`src/hw/rtl/ftkc_pkg.sv`:
```
// Shared types and constants for the FIFO tile key cache.
package ftkc_pkg;

  // Width of the entry count and of the capacity register.
  localparam int COUNT_W = 5;
  localparam int KEY_W = 53;
  localparam int HANDLE_W = 16;

  // Operation codes carried in the func field.
  localparam logic [1:0] FUNC_LOOKUP = 2'd0;
  localparam logic [1:0] FUNC_INSERT = 2'd1;
  localparam logic [1:0] FUNC_CLEAR = 2'd2;

  // One request item.
  typedef struct packed {
    logic [1:0]          func;
    logic [4:0]          zoom_level;
    logic [23:0]         tile_col;
    logic [23:0]         tile_row;
    logic [HANDLE_W-1:0] payload_handle;
  } req_t;

  // One result item.
  typedef struct packed {
    logic                hit;
    logic [HANDLE_W-1:0] found_handle;
    logic                evicted;
    logic [HANDLE_W-1:0] evicted_handle;
    logic [COUNT_W-1:0]  entry_count;
  } rsp_t;

  // Commands from the controller to the datapath.
  typedef struct packed {
    logic load;
    logic scan_step;
    logic evict_read;
    logic evict_take;
    logic write_entry;
    logic clear;
    logic publish;
  } cmd_t;

  // Status from the datapath to the controller.
  typedef struct packed {
    logic [1:0] func;
    logic       full;
    logic       scan_done;
    logic       out_free;
  } status_t;

endpackage

```
`src/hw/rtl/fifo_tile_key_cache.sv`:
```
// Top level of the FIFO tile key cache.
//
// A fully associative store of tile keys (zoom, column, row) with a 16-bit
// handle each, replaced first in, first out. Requests arrive on the in_*
// channel (lookup, insert or clear) and every request yields exactly one
// result on the out_* channel. The capacity register is written through the
// cfg_* channel, which is always ready; write it only while no request is open.
//
// Timing: a request is taken in the idle state, decoded in the dispatch state
// that follows, and its result is registered once its work ends. A lookup
// reads one entry per cycle through the single read port of the entry memory
// and stops at the first match or after the last stored entry. An insert
// writes the new entry, first reading and dropping the oldest one when the
// store is full; a clear empties the store, an unused code changes nothing.
// One request is worked on at a time; the next is taken while the previous
// result waits in the output register. If the receiver stalls, a finished
// request waits until the output register frees up.
//
// Reset (synchronous, active high) empties the store and sets the capacity to
// 16. The entry memories are not cleared; the fill count guards their reads.
module fifo_tile_key_cache #(
  parameter int ENTRIES = 16
) (
  input  logic                         clk,
  input  logic                         rst,
  input  logic                         in_valid,
  output logic                         in_ready,
  input  ftkc_pkg::req_t               in_data,
  output logic                         out_valid,
  input  logic                         out_ready,
  output ftkc_pkg::rsp_t               out_data,
  input  logic                         cfg_valid,
  output logic                         cfg_ready,
  input  logic [ftkc_pkg::COUNT_W-1:0] cfg_data
);

  ftkc_pkg::cmd_t    cmd;
  ftkc_pkg::status_t status;

  // Sequencer.
  ftkc_ctrl u_ctrl (
    .clk      (clk),
    .rst      (rst),
    .in_valid (in_valid),
    .in_ready (in_ready),
    .status   (status),
    .cmd      (cmd)
  );

  // Storage and result path.
  ftkc_datapath #(
    .ENTRIES (ENTRIES)
  ) u_datapath (
    .clk       (clk),
    .rst       (rst),
    .in_data   (in_data),
    .cfg_valid (cfg_valid),
    .cfg_ready (cfg_ready),
    .cfg_data  (cfg_data),
    .out_valid (out_valid),
    .out_ready (out_ready),
    .out_data  (out_data),
    .cmd       (cmd),
    .status    (status)
  );

endmodule

```
`src/hw/rtl/ftkc_datapath.sv`:
```
// Datapath of the tile key cache: entry memories, pointers, scan logic and result register.
module ftkc_datapath #(
  parameter int ENTRIES = 16
) (
  input  logic                           clk,
  input  logic                           rst,
  input  ftkc_pkg::req_t                 in_data,
  input  logic                           cfg_valid,
  output logic                           cfg_ready,
  input  logic [ftkc_pkg::COUNT_W-1:0]   cfg_data,
  output logic                           out_valid,
  input  logic                           out_ready,
  output ftkc_pkg::rsp_t                 out_data,
  input  ftkc_pkg::cmd_t                 cmd,
  output ftkc_pkg::status_t              status
);

  localparam int IW = (ENTRIES > 1) ? $clog2(ENTRIES) : 1;
  localparam int SW = ((IW > ftkc_pkg::COUNT_W) ? IW : ftkc_pkg::COUNT_W) + 1;
  localparam logic [IW-1:0] LAST_IDX = IW'(ENTRIES - 1);
  localparam logic [SW-1:0] DEPTH = SW'(ENTRIES);
  localparam logic [ftkc_pkg::COUNT_W-1:0] CAP_MAX =
    (ENTRIES > 31) ? 5'd31 : ftkc_pkg::COUNT_W'(ENTRIES);
  localparam logic [ftkc_pkg::COUNT_W-1:0] CAP_RESET = 5'd16;

  // Entry storage.
  logic [ftkc_pkg::KEY_W-1:0]    key_mem [ENTRIES];
  logic [ftkc_pkg::HANDLE_W-1:0] handle_mem [ENTRIES];

  logic [ftkc_pkg::COUNT_W-1:0]  capacity;
  logic [ftkc_pkg::COUNT_W-1:0]  eff_cap;
  logic [ftkc_pkg::COUNT_W-1:0]  count;
  logic [IW-1:0]                 oldest;
  logic [IW-1:0]                 scan_ptr;
  logic [ftkc_pkg::COUNT_W-1:0]  remaining;
  logic                          rd_pending;
  logic                          rd_en;
  logic [IW-1:0]                 rd_addr;
  logic [ftkc_pkg::KEY_W-1:0]    key_q;
  logic [ftkc_pkg::HANDLE_W-1:0] handle_q;
  ftkc_pkg::req_t                req_q;
  logic [ftkc_pkg::KEY_W-1:0]    req_key;
  logic                          match;
  logic [SW-1:0]                 tail_sum;
  logic [IW-1:0]                 wr_addr;
  logic                          hit_r;
  logic [ftkc_pkg::HANDLE_W-1:0] found_r;
  logic                          ev_r;
  logic [ftkc_pkg::HANDLE_W-1:0] evh_r;

  function automatic logic [IW-1:0] ptr_inc(input logic [IW-1:0] p);
    return (p == LAST_IDX) ? '0 : p + 1'b1;
  endfunction

  // The configuration register is always ready for a transfer.
  assign cfg_ready = 1'b1;

  always_ff @(posedge clk) begin
    if (rst) begin
      capacity <= CAP_RESET;
    end else if (cfg_valid) begin
      capacity <= cfg_data;
    end
  end

  // Capacity clamped to the range the store supports.
  always_comb begin
    if (capacity == '0) begin
      eff_cap = 5'd1;
    end else if (capacity > CAP_MAX) begin
      eff_cap = CAP_MAX;
    end else begin
      eff_cap = capacity;
    end
  end

  // Request capture.
  always_ff @(posedge clk) begin
    if (cmd.load) begin
      req_q <= in_data;
    end
  end

  assign req_key = {req_q.zoom_level, req_q.tile_col, req_q.tile_row};

  // Position just past the newest entry, wrapped into the store.
  always_comb begin
    tail_sum = SW'(oldest) + SW'(count);
    if (tail_sum >= DEPTH) begin
      tail_sum = tail_sum - DEPTH;
    end
  end
  assign wr_addr = tail_sum[IW-1:0];

  // Shared read port: the scan walks from the oldest entry, eviction reads the oldest.
  assign rd_en   = (cmd.scan_step && (remaining != '0)) || cmd.evict_read;
  assign rd_addr = cmd.evict_read ? oldest : scan_ptr;

  always_ff @(posedge clk) begin
    if (rd_en) begin
      key_q    <= key_mem[rd_addr];
      handle_q <= handle_mem[rd_addr];
    end
    if (cmd.write_entry) begin
      key_mem[wr_addr]    <= req_key;
      handle_mem[wr_addr] <= req_q.payload_handle;
    end
  end

  assign match = rd_pending && (key_q == req_key);

  // Scan pointer, remaining entries and read pipeline flag.
  always_ff @(posedge clk) begin
    if (rst) begin
      rd_pending <= 1'b0;
      remaining  <= '0;
      scan_ptr   <= '0;
    end else if (cmd.load) begin
      rd_pending <= 1'b0;
      remaining  <= count;
      scan_ptr   <= oldest;
    end else if (cmd.scan_step) begin
      rd_pending <= (remaining != '0);
      if (remaining != '0) begin
        remaining <= remaining - 1'b1;
        scan_ptr  <= ptr_inc(scan_ptr);
      end
    end
  end

  // Oldest position and fill count.
  always_ff @(posedge clk) begin
    if (rst) begin
      oldest <= '0;
      count  <= '0;
    end else if (cmd.clear) begin
      oldest <= '0;
      count  <= '0;
    end else if (cmd.evict_take) begin
      oldest <= ptr_inc(oldest);
      count  <= count - 1'b1;
    end else if (cmd.write_entry) begin
      count <= count + 1'b1;
    end
  end

  // Result fields gathered while the item is worked on.
  always_ff @(posedge clk) begin
    if (cmd.load) begin
      hit_r   <= 1'b0;
      found_r <= '0;
      ev_r    <= 1'b0;
      evh_r   <= '0;
    end else begin
      if (cmd.scan_step && match) begin
        hit_r   <= 1'b1;
        found_r <= handle_q;
      end
      if (cmd.evict_take) begin
        ev_r  <= 1'b1;
        evh_r <= handle_q;
      end
    end
  end

  // Output register: holds a finished result until the receiver takes it.
  always_ff @(posedge clk) begin
    if (rst) begin
      out_valid <= 1'b0;
    end else if (cmd.publish) begin
      out_valid <= 1'b1;
    end else if (out_ready) begin
      out_valid <= 1'b0;
    end
  end

  always_ff @(posedge clk) begin
    if (cmd.publish) begin
      out_data.hit            <= hit_r;
      out_data.found_handle   <= found_r;
      out_data.evicted        <= ev_r;
      out_data.evicted_handle <= evh_r;
      out_data.entry_count    <= count;
    end
  end

  // Status back to the controller.
  assign status.func      = req_q.func;
  assign status.full      = (count >= eff_cap);
  assign status.scan_done = match || ((remaining == '0) && !rd_pending);
  assign status.out_free  = !out_valid || out_ready;

`ifndef SYNTHESIS
  a_count_bound: assert property (@(posedge clk) disable iff (rst)
    (32'(count) <= ENTRIES))
    else $error("entry count exceeds the store depth");
  a_oldest_bound: assert property (@(posedge clk) disable iff (rst)
    (32'(oldest) < ENTRIES))
    else $error("oldest position outside the store");
  a_publish_free: assert property (@(posedge clk) disable iff (rst)
    cmd.publish |-> (!out_valid || out_ready))
    else $error("result published over a waiting result");
  a_clear_empties: assert property (@(posedge clk) disable iff (rst)
    cmd.clear |=> (count == '0) && (oldest == '0))
    else $error("clear left entries behind");
`endif

endmodule

```
`src/hw/rtl/ftkc_ctrl.sv`:
```
// Controller state machine that sequences lookup, insert and clear operations.
module ftkc_ctrl (
  input  logic              clk,
  input  logic              rst,
  input  logic              in_valid,
  output logic              in_ready,
  input  ftkc_pkg::status_t status,
  output ftkc_pkg::cmd_t    cmd
);

  typedef enum logic [6:0] {
    S_IDLE       = 7'b0000001,
    S_DISPATCH   = 7'b0000010,
    S_SCAN       = 7'b0000100,
    S_EVICT_RD   = 7'b0001000,
    S_EVICT_TAKE = 7'b0010000,
    S_WRITE      = 7'b0100000,
    S_RESULT     = 7'b1000000
  } state_t;

  state_t state;
  state_t state_next;

  always_ff @(posedge clk) begin
    if (rst) begin
      state <= S_IDLE;
    end else begin
      state <= state_next;
    end
  end

  assign in_ready = (state == S_IDLE);

  // Next state and commands.
  always_comb begin
    state_next = state;
    cmd        = '0;
    unique case (state)
      S_IDLE: begin
        if (in_valid) begin
          cmd.load   = 1'b1;
          state_next = S_DISPATCH;
        end
      end
      S_DISPATCH: begin
        unique case (status.func)
          ftkc_pkg::FUNC_LOOKUP: state_next = S_SCAN;
          ftkc_pkg::FUNC_INSERT: state_next = status.full ? S_EVICT_RD : S_WRITE;
          ftkc_pkg::FUNC_CLEAR: begin
            cmd.clear  = 1'b1;
            state_next = S_RESULT;
          end
          default: state_next = S_RESULT;
        endcase
      end
      S_SCAN: begin
        cmd.scan_step = 1'b1;
        if (status.scan_done) begin
          state_next = S_RESULT;
        end
      end
      S_EVICT_RD: begin
        cmd.evict_read = 1'b1;
        state_next     = S_EVICT_TAKE;
      end
      S_EVICT_TAKE: begin
        cmd.evict_take = 1'b1;
        state_next     = S_WRITE;
      end
      S_WRITE: begin
        cmd.write_entry = 1'b1;
        state_next      = S_RESULT;
      end
      S_RESULT: begin
        if (status.out_free) begin
          cmd.publish = 1'b1;
          state_next  = S_IDLE;
        end
      end
      default: state_next = S_IDLE;
    endcase
  end

endmodule
```
`config.mk`:
```
export PLATFORM = sky130hd
export DESIGN_NAME = fifo_tile_key_cache
export DESIGN_NICKNAME = d
export VERILOG_FILES = /design/src/hw/rtl/ftkc_pkg.sv /design/src/hw/rtl/fifo_tile_key_cache.sv /design/src/hw/rtl/ftkc_datapath.sv /design/src/hw/rtl/ftkc_ctrl.sv
export SDC_FILE = /design/constraint.sdc
export NUM_CORES = 2
export LEC_CHECK = 0
export BUFFER_PORTS_ARGS = -buffer_cell sky130_fd_sc_hd__buf_4
export CAP_MARGIN = 20
export CORE_MARGIN = 2
export CORE_UTILIZATION = 45
export CTS_CLUSTER_DIAMETER = 40
export DETAILED_ROUTE_END_ITERATION = 16
export PLACE_DENSITY = 0.65
export SKIP_LAST_GASP = 1
export SLEW_MARGIN = 20
export SYNTH_ARGS = -nofsm -noshare
export SYNTH_HDL_FRONTEND = slang
export SYNTH_HIERARCHICAL = 1
export SYNTH_SLANG_ARGS = --single-unit
```
`constraint.sdc`:
```
create_clock -name clk -period 8.5 [get_ports clk]
set_input_delay 0.425 -clock clk [delete_from_list [all_inputs] [get_ports clk]]
set_output_delay 0.425 -clock clk [all_outputs]
set_load 0.05 [all_outputs]
```
Word level (Yosys, flattened, before mapping). Memory sizes are Yosys's and may differ from the RTL's. A register that Yosys moved wholly into a read port is not among the register bits. Index checks and enable logic that the tools add are counted.

$add $sub $neg: 7. $lt $le $gt $ge: 3. Equality and inequality tests: 15. Mux-type cells: 34. Reductions and logical operators: 21.

Operators with widths (number): equality test 53 bit (1); one-hot mux 7 bit (7 select lines) (1); two-way mux 5 bit (7); two-way mux 4 bit (7); two-way mux 7 bit (3); two-way mux 1 bit (14); one-hot mux 7 bit (2 select lines) (1); logical NOT 5 bit (2); subtractor 5 x 1 -> 5 bit (second input constant) (2); adder 4 x 1 -> 4 bit (second input constant) (2); equality test 4 bit (second input constant) (2); nonzero test 2 bit (4); equality test 7 x 1 -> 1 bit (second input constant) (1); equality test 7 x 2 -> 1 bit (second input constant) (1); equality test 7 x 3 -> 1 bit (second input constant) (1); equality test 7 x 4 -> 1 bit (second input constant) (1); equality test 7 x 5 -> 1 bit (second input constant) (1); equality test 7 x 6 -> 1 bit (second input constant) (1); equality test 7 bit (second input constant) (1); adder 4 x 5 -> 6 bit (1); >= comparator 6 x 5 -> 1 bit (second input constant) (1); two-way mux 6 bit (1); inequality test 2 bit (second input constant) (3); adder 5 x 1 -> 5 bit (second input constant) (1); 13 further kinds (20).

Register bits after elaboration: 176. Bits in writable memories: 1104. Bits of input ports: 81. Output and inout port bits: 42. Logic and storage cells: 104. Memories: 2.

Memories: u_datapath.key_mem (words 16, bits a word 53, read ports 1, clocked after memory_dff 1, wr ports 1, line ftkc_datapath.sv:27) `logic [ftkc_pkg::KEY_W-1:0] key_mem [ENTRIES];`; u_datapath.handle_mem (words 16, bits a word 16, read ports 1, clocked after memory_dff 1, wr ports 1, line ftkc_datapath.sv:28) `logic [ftkc_pkg::HANDLE_W-1:0] handle_mem [ENTRIES];`.

Logic depth before layout (Yosys ltp).
Depth after elaboration: 7. Mapped depth: 13. Depth with buffers taken out: 13.

By module. Netlist, hierarchy kept.

Modules (own cells, without submodules): ftkc_datapath (instances 1, cells each 2444, area an instance 50815.0 µm²); ftkc_ctrl (instances 1, cells each 67, area an instance 498.0 µm²).

Worst setup path before layout. No wires, ideal clock.

Path type: reg-to-reg. From: reg u_ctrl.state[3]. To: mem u_datapath/handle_mem[0][0] (netlist name), enable pin. Arrival time: 4634 ps. Setup slack: 3370 ps. Stages on the path, launching flop included: 7. Clock period less this slack: 5130 ps. Cell sequence: dfxtp_1 -> clkbuf_1 -> nor3_1 -> nand2_1 -> nor3_1 -> or3b_2 -> nor2_1.

RTL lines: from (decl) (line ftkc_ctrl.sv:21) `state_t state;`; from (signal assigned) (line ftkc_ctrl.sv:28) `state <= state_next;`; to (decl) (line ftkc_datapath.sv:28).

==> Flow_metrics.wiki <==
{| class="wikitable"
! Metric !! Value
|-
| Minimum setup slack among reg-to-reg paths || 3570 ps
|-
| Weighted congestion reported at the end of routability-driven placement || 0.741
|-
| DR WL/cell || 26.1 um
|-
| Synth area leaders || sky130_fd_sc_hd__edfxtp_1 (75%), sky130_fd_sc_hd__mux4_2 (12%), sky130_fd_sc_hd__dfxtp_1 (2.6%), sky130_fd_sc_hd__nand2_1 (1.2%), sky130_fd_sc_hd__a211oi_1 (1.1%)
|-
| Overall Power || 14800 uW
|-
| Placed wire-length estimate after detailed placement || 57200 um
|-
| Overall via count from detail_route || 25344
|-
| Outcome || completed
|-
| Number of sinks handled by clock tree synthesis || 1349
|-
| Ys Warns || 6
|-
| Number of violations of the max-capacitance limit || 0
|-
| Final instance area || 60300 um^2
|-
| Initial antenna violation count || 3
|-
| Worst min-delay path class || input port to register
|-
| RSZ-0062 raised after global routing || false
|-
| Fin crit share || 58.0%
|-
| Tot GR Track Use || 20.1%
|-
| Worst path top cell family by delay || simple AND/OR/NAND/NOR gates
|-
| Highest cell delay on the worst timing path || 860 ps
|-
| Power density normalized to cell area || 246 nW/um^2
|-
| CTS tree || done
|-
| Vertical extent of the die || 342 um
|-
| Number of DRC violations after detailed routing || 0
|-
| Vias/cell || 5.72
|-
| Final number of hold-violating endpoints || 0
|-
| Worst skew pair latency || 750 ps
|-
| Post-route ant nets || 0
|-
| CP startpoint kind || register
|-
| Violation count after the first detailed-routing iteration || 2535
|-
| Area of the placeable core || 113000 um^2
|-
| Sum Neg Setup Slack || 0 ps
|-
| Nets in the synthesized netlist || 2609
|-
| Slew Viols, Final || 0
|-
| Min Clock Period, post-route || 4930 ps
|-
| Share of async-settable or async-resettable flops after synthesis || 0%
|-
| Wire length of the first global-routing pass || 172000 um
|-
| Maximum VDD drop || 159 uV
|-
| Root Buffer || sky130_fd_sc_hd__clkbuf_16
|-
| TritonCTS Buffers || 157
|-
| Htree depth || 4
|-
| Flop and latch count out of synthesis || 1349
|-
| Worst Max-Slew Pin Slew || 1180 ps
|-
| Capturing element type of the critical path || register
|-
| Synth-to-layout area growth || 17.5%
|-
| Number of nets in the layout || 2896
|-
| Share of synthesized area occupied by flip-flops and latches || 77.7%
|-
| Final global-route overflow total || 0
|-
| Final core utilization || 53.5%
|-
| Fmax achieved || 0.203 GHz
|-
| Count of standard-cell rows || 123
|-
| Maximum number of pins on one net before global-route repair || 142
|-
| Number of different library cells in the post-synthesis netlist || 56
|-
| Number of iterations in the first detailed-routing pass || 6
|-
| Data arrival time of the critical path || 5370 ps
|-
| Area of placed instances || 54000 um^2
|-
| Cells after Synth || 2511
|-
| Library cell with the largest summed area after synthesis || sky130_fd_sc_hd__edfxtp_1
|-
| Category of the most critical setup path || register to register
|-
| Share of cells above drive strength 1 || 25.3%
|-
| Data required time at the worst endpoint || 8940 ps
|-
| Worst max-slew margin expressed relative to the limit || 21.1%
|-
| Area share of the largest cell type after synthesis || 75.1%
|-
| Master of the slowest instance on the critical path || sky130_fd_sc_hd__nor2_1
|-
| Cell with the most instances after synthesis || sky130_fd_sc_hd__edfxtp_1
|-
| Number of enable-type register cells in the synthesized netlist || 1283
|-
| Total Die Area || 117000 um^2
|-
| Port Buffer Count || 121
|-
| Worst Clk Skew || 27.2 ps
|-
| Post-detailed-routing wire length || 116000 um
|-
| Maximum number of buffers from clock root to sink || 3
|-
| Via count of the first global-routing pass || 26606
|-
| Width of the die || 342 um
|-
| Post-synth top flop || sky130_fd_sc_hd__edfxtp_1
|-
| Synth cell count leaders || sky130_fd_sc_hd__edfxtp_1 (1283), sky130_fd_sc_hd__mux4_2 (276), sky130_fd_sc_hd__nand2_1 (166)
|-
| Maximum net fanout on the critical path || 48
|-
| Synth Area per Inst || 20.4 um^2
|-
| Worst path cell trace || or4_1 > nor2_1 > mux2i_4 > buf_12 > buf_4 > mux4_2 > and2_1 > a211oi_1 > a31oi_1
|-
| Summed instance area of the synthesized netlist || 51300 um^2
|-
| Register clock-pin slew on the reported worst setup and hold paths || 60 ps
|-
| Effective utilization at floorplan || 45.5%
|-
| Static leakage || 0.0196 uW
|-
| Final setup violation count || 0
|-
| Boundary Pins || 123
|-
| Buffering stage count on the worst path with inverters included || 2
|}
==> metrics by stage <==
step	std cells	hold WS, ps	setup WS, ps
4_1_cts	4433	6.53	3470
6_report	4434	49.2	3570
5_1_grt	4434	48.5	3240
2_1_floorplan	2511	402	3370
3_5_place_dp	4052	412	3430
3_3_place_gp	4052	415	3570
==> timing repair <==
action,CTS,global route
setup buffers,0,0
hold buffers,87,0
hold endpoints to repair,79,0
resized for setup,0,0
==> final timing paths <==
kind,cells after the start,startpoint,to
max,9,u_ctrl/state[6],u_datapath/handle_q[10]
min,3,out_ready,u_datapath/out_valid
max reg2reg,9,u_ctrl/state[6],u_datapath/handle_q[10]
min reg2reg,0,u_datapath/found_r[11],u_datapath/out_data[33]
==> worst min-delay path: stages <==
cell                       delay (ps)
sky130_fd_sc_hd__buf_4             70
sky130_fd_sc_hd__nand2b_1         150
sky130_fd_sc_hd__a21oi_1           80
==> cell usage in the layout, fill, tap and decap left out, types with 54 or more instances in the layout <==
cell type                       count
sky130_fd_sc_hd__dfxtp_1           66
sky130_fd_sc_hd__edfxtp_1        1283
sky130_fd_sc_hd__a211oi_1          73
sky130_fd_sc_hd__mux4_2           276
sky130_fd_sc_hd__nor2_1            54
sky130_fd_sc_hd__nand2_1          166
sky130_fd_sc_hd__a31oi_1           71
sky130_fd_sc_hd__and2_1            70
sky130_fd_sc_hd__clkbuf_16        162
sky130_fd_sc_hd__dlygate4sd3_1     87
sky130_fd_sc_hd__buf_4            172
==> final cells by class <==
class	count	area, um^2
Antenna cell	1	2.50
Fill cell	8547	52500
Tap cell	1500	1880
Clock inverter	113	1260
Timing Repair Buffer	262	2220
Multi-Input combinational cell	1007	10900
Inverter	21	78.8
Sequential cell	1349	39800
Clock buffer	181	4160
==> routing by layer <==
layer	GRT usage, %	share of wire, %	up-vias
met3	3.24	6.1	197
met2	34.5	51	928
met5	0	0.011	-
met1	26.2	40	13395
li1	-	-	10822
met4	6.74	2.8	2
==> power by group <==
| group | leakage [uW] | switching [uW] | internal, uW |
|---|---|---|---|
| Clock | 0.00261 | 2750 | 4100 |
| Sequential | 0.0121 | 134 | 7380 |
| Combinational | 0.00492 | 215 | 245 |
| Total | 0.0196 | 3100 | 11700 |
==> flip-flops by register name, summed over array words and instances (netlist names) <==
| name | cells |
|---|---|
| u_datapath/handle_mem | 256 |
| u_datapath/ev_r | 1 |
| u_datapath/capacity | 5 |
| u_datapath/scan_ptr | 4 |
| u_datapath/req_q | 16 |
| u_datapath/out_data | 39 |
| u_ctrl/state | 7 |
| u_datapath/found_r | 16 |
| u_datapath/handle_q | 16 |
| u_datapath/evh_r | 16 |
| u_datapath/out_valid | 1 |
| u_datapath/oldest | 4 |
| u_datapath/count | 5 |
| u_datapath/key_mem | 848 |
| u_datapath/key_q | 53 |
| u_datapath/rd_pending | 1 |
| u_datapath/req_key | 53 |
| u_datapath/status | 2 |
| u_datapath/hit_r | 1 |
| u_datapath/remaining | 5 |
==> cells by family after synthesis <==
kind of cell	after synthesis	synth area share [%]
mux	306	12.7
fa+ha+maj	17	0.444
other cells	1	0.00731
buf+inv	155	1.53
compound gates	224	2.86
simple gates	405	3.84
flops	1349	77.7
xor+xnor	54	0.922
(Power assumes the default switching activity.)
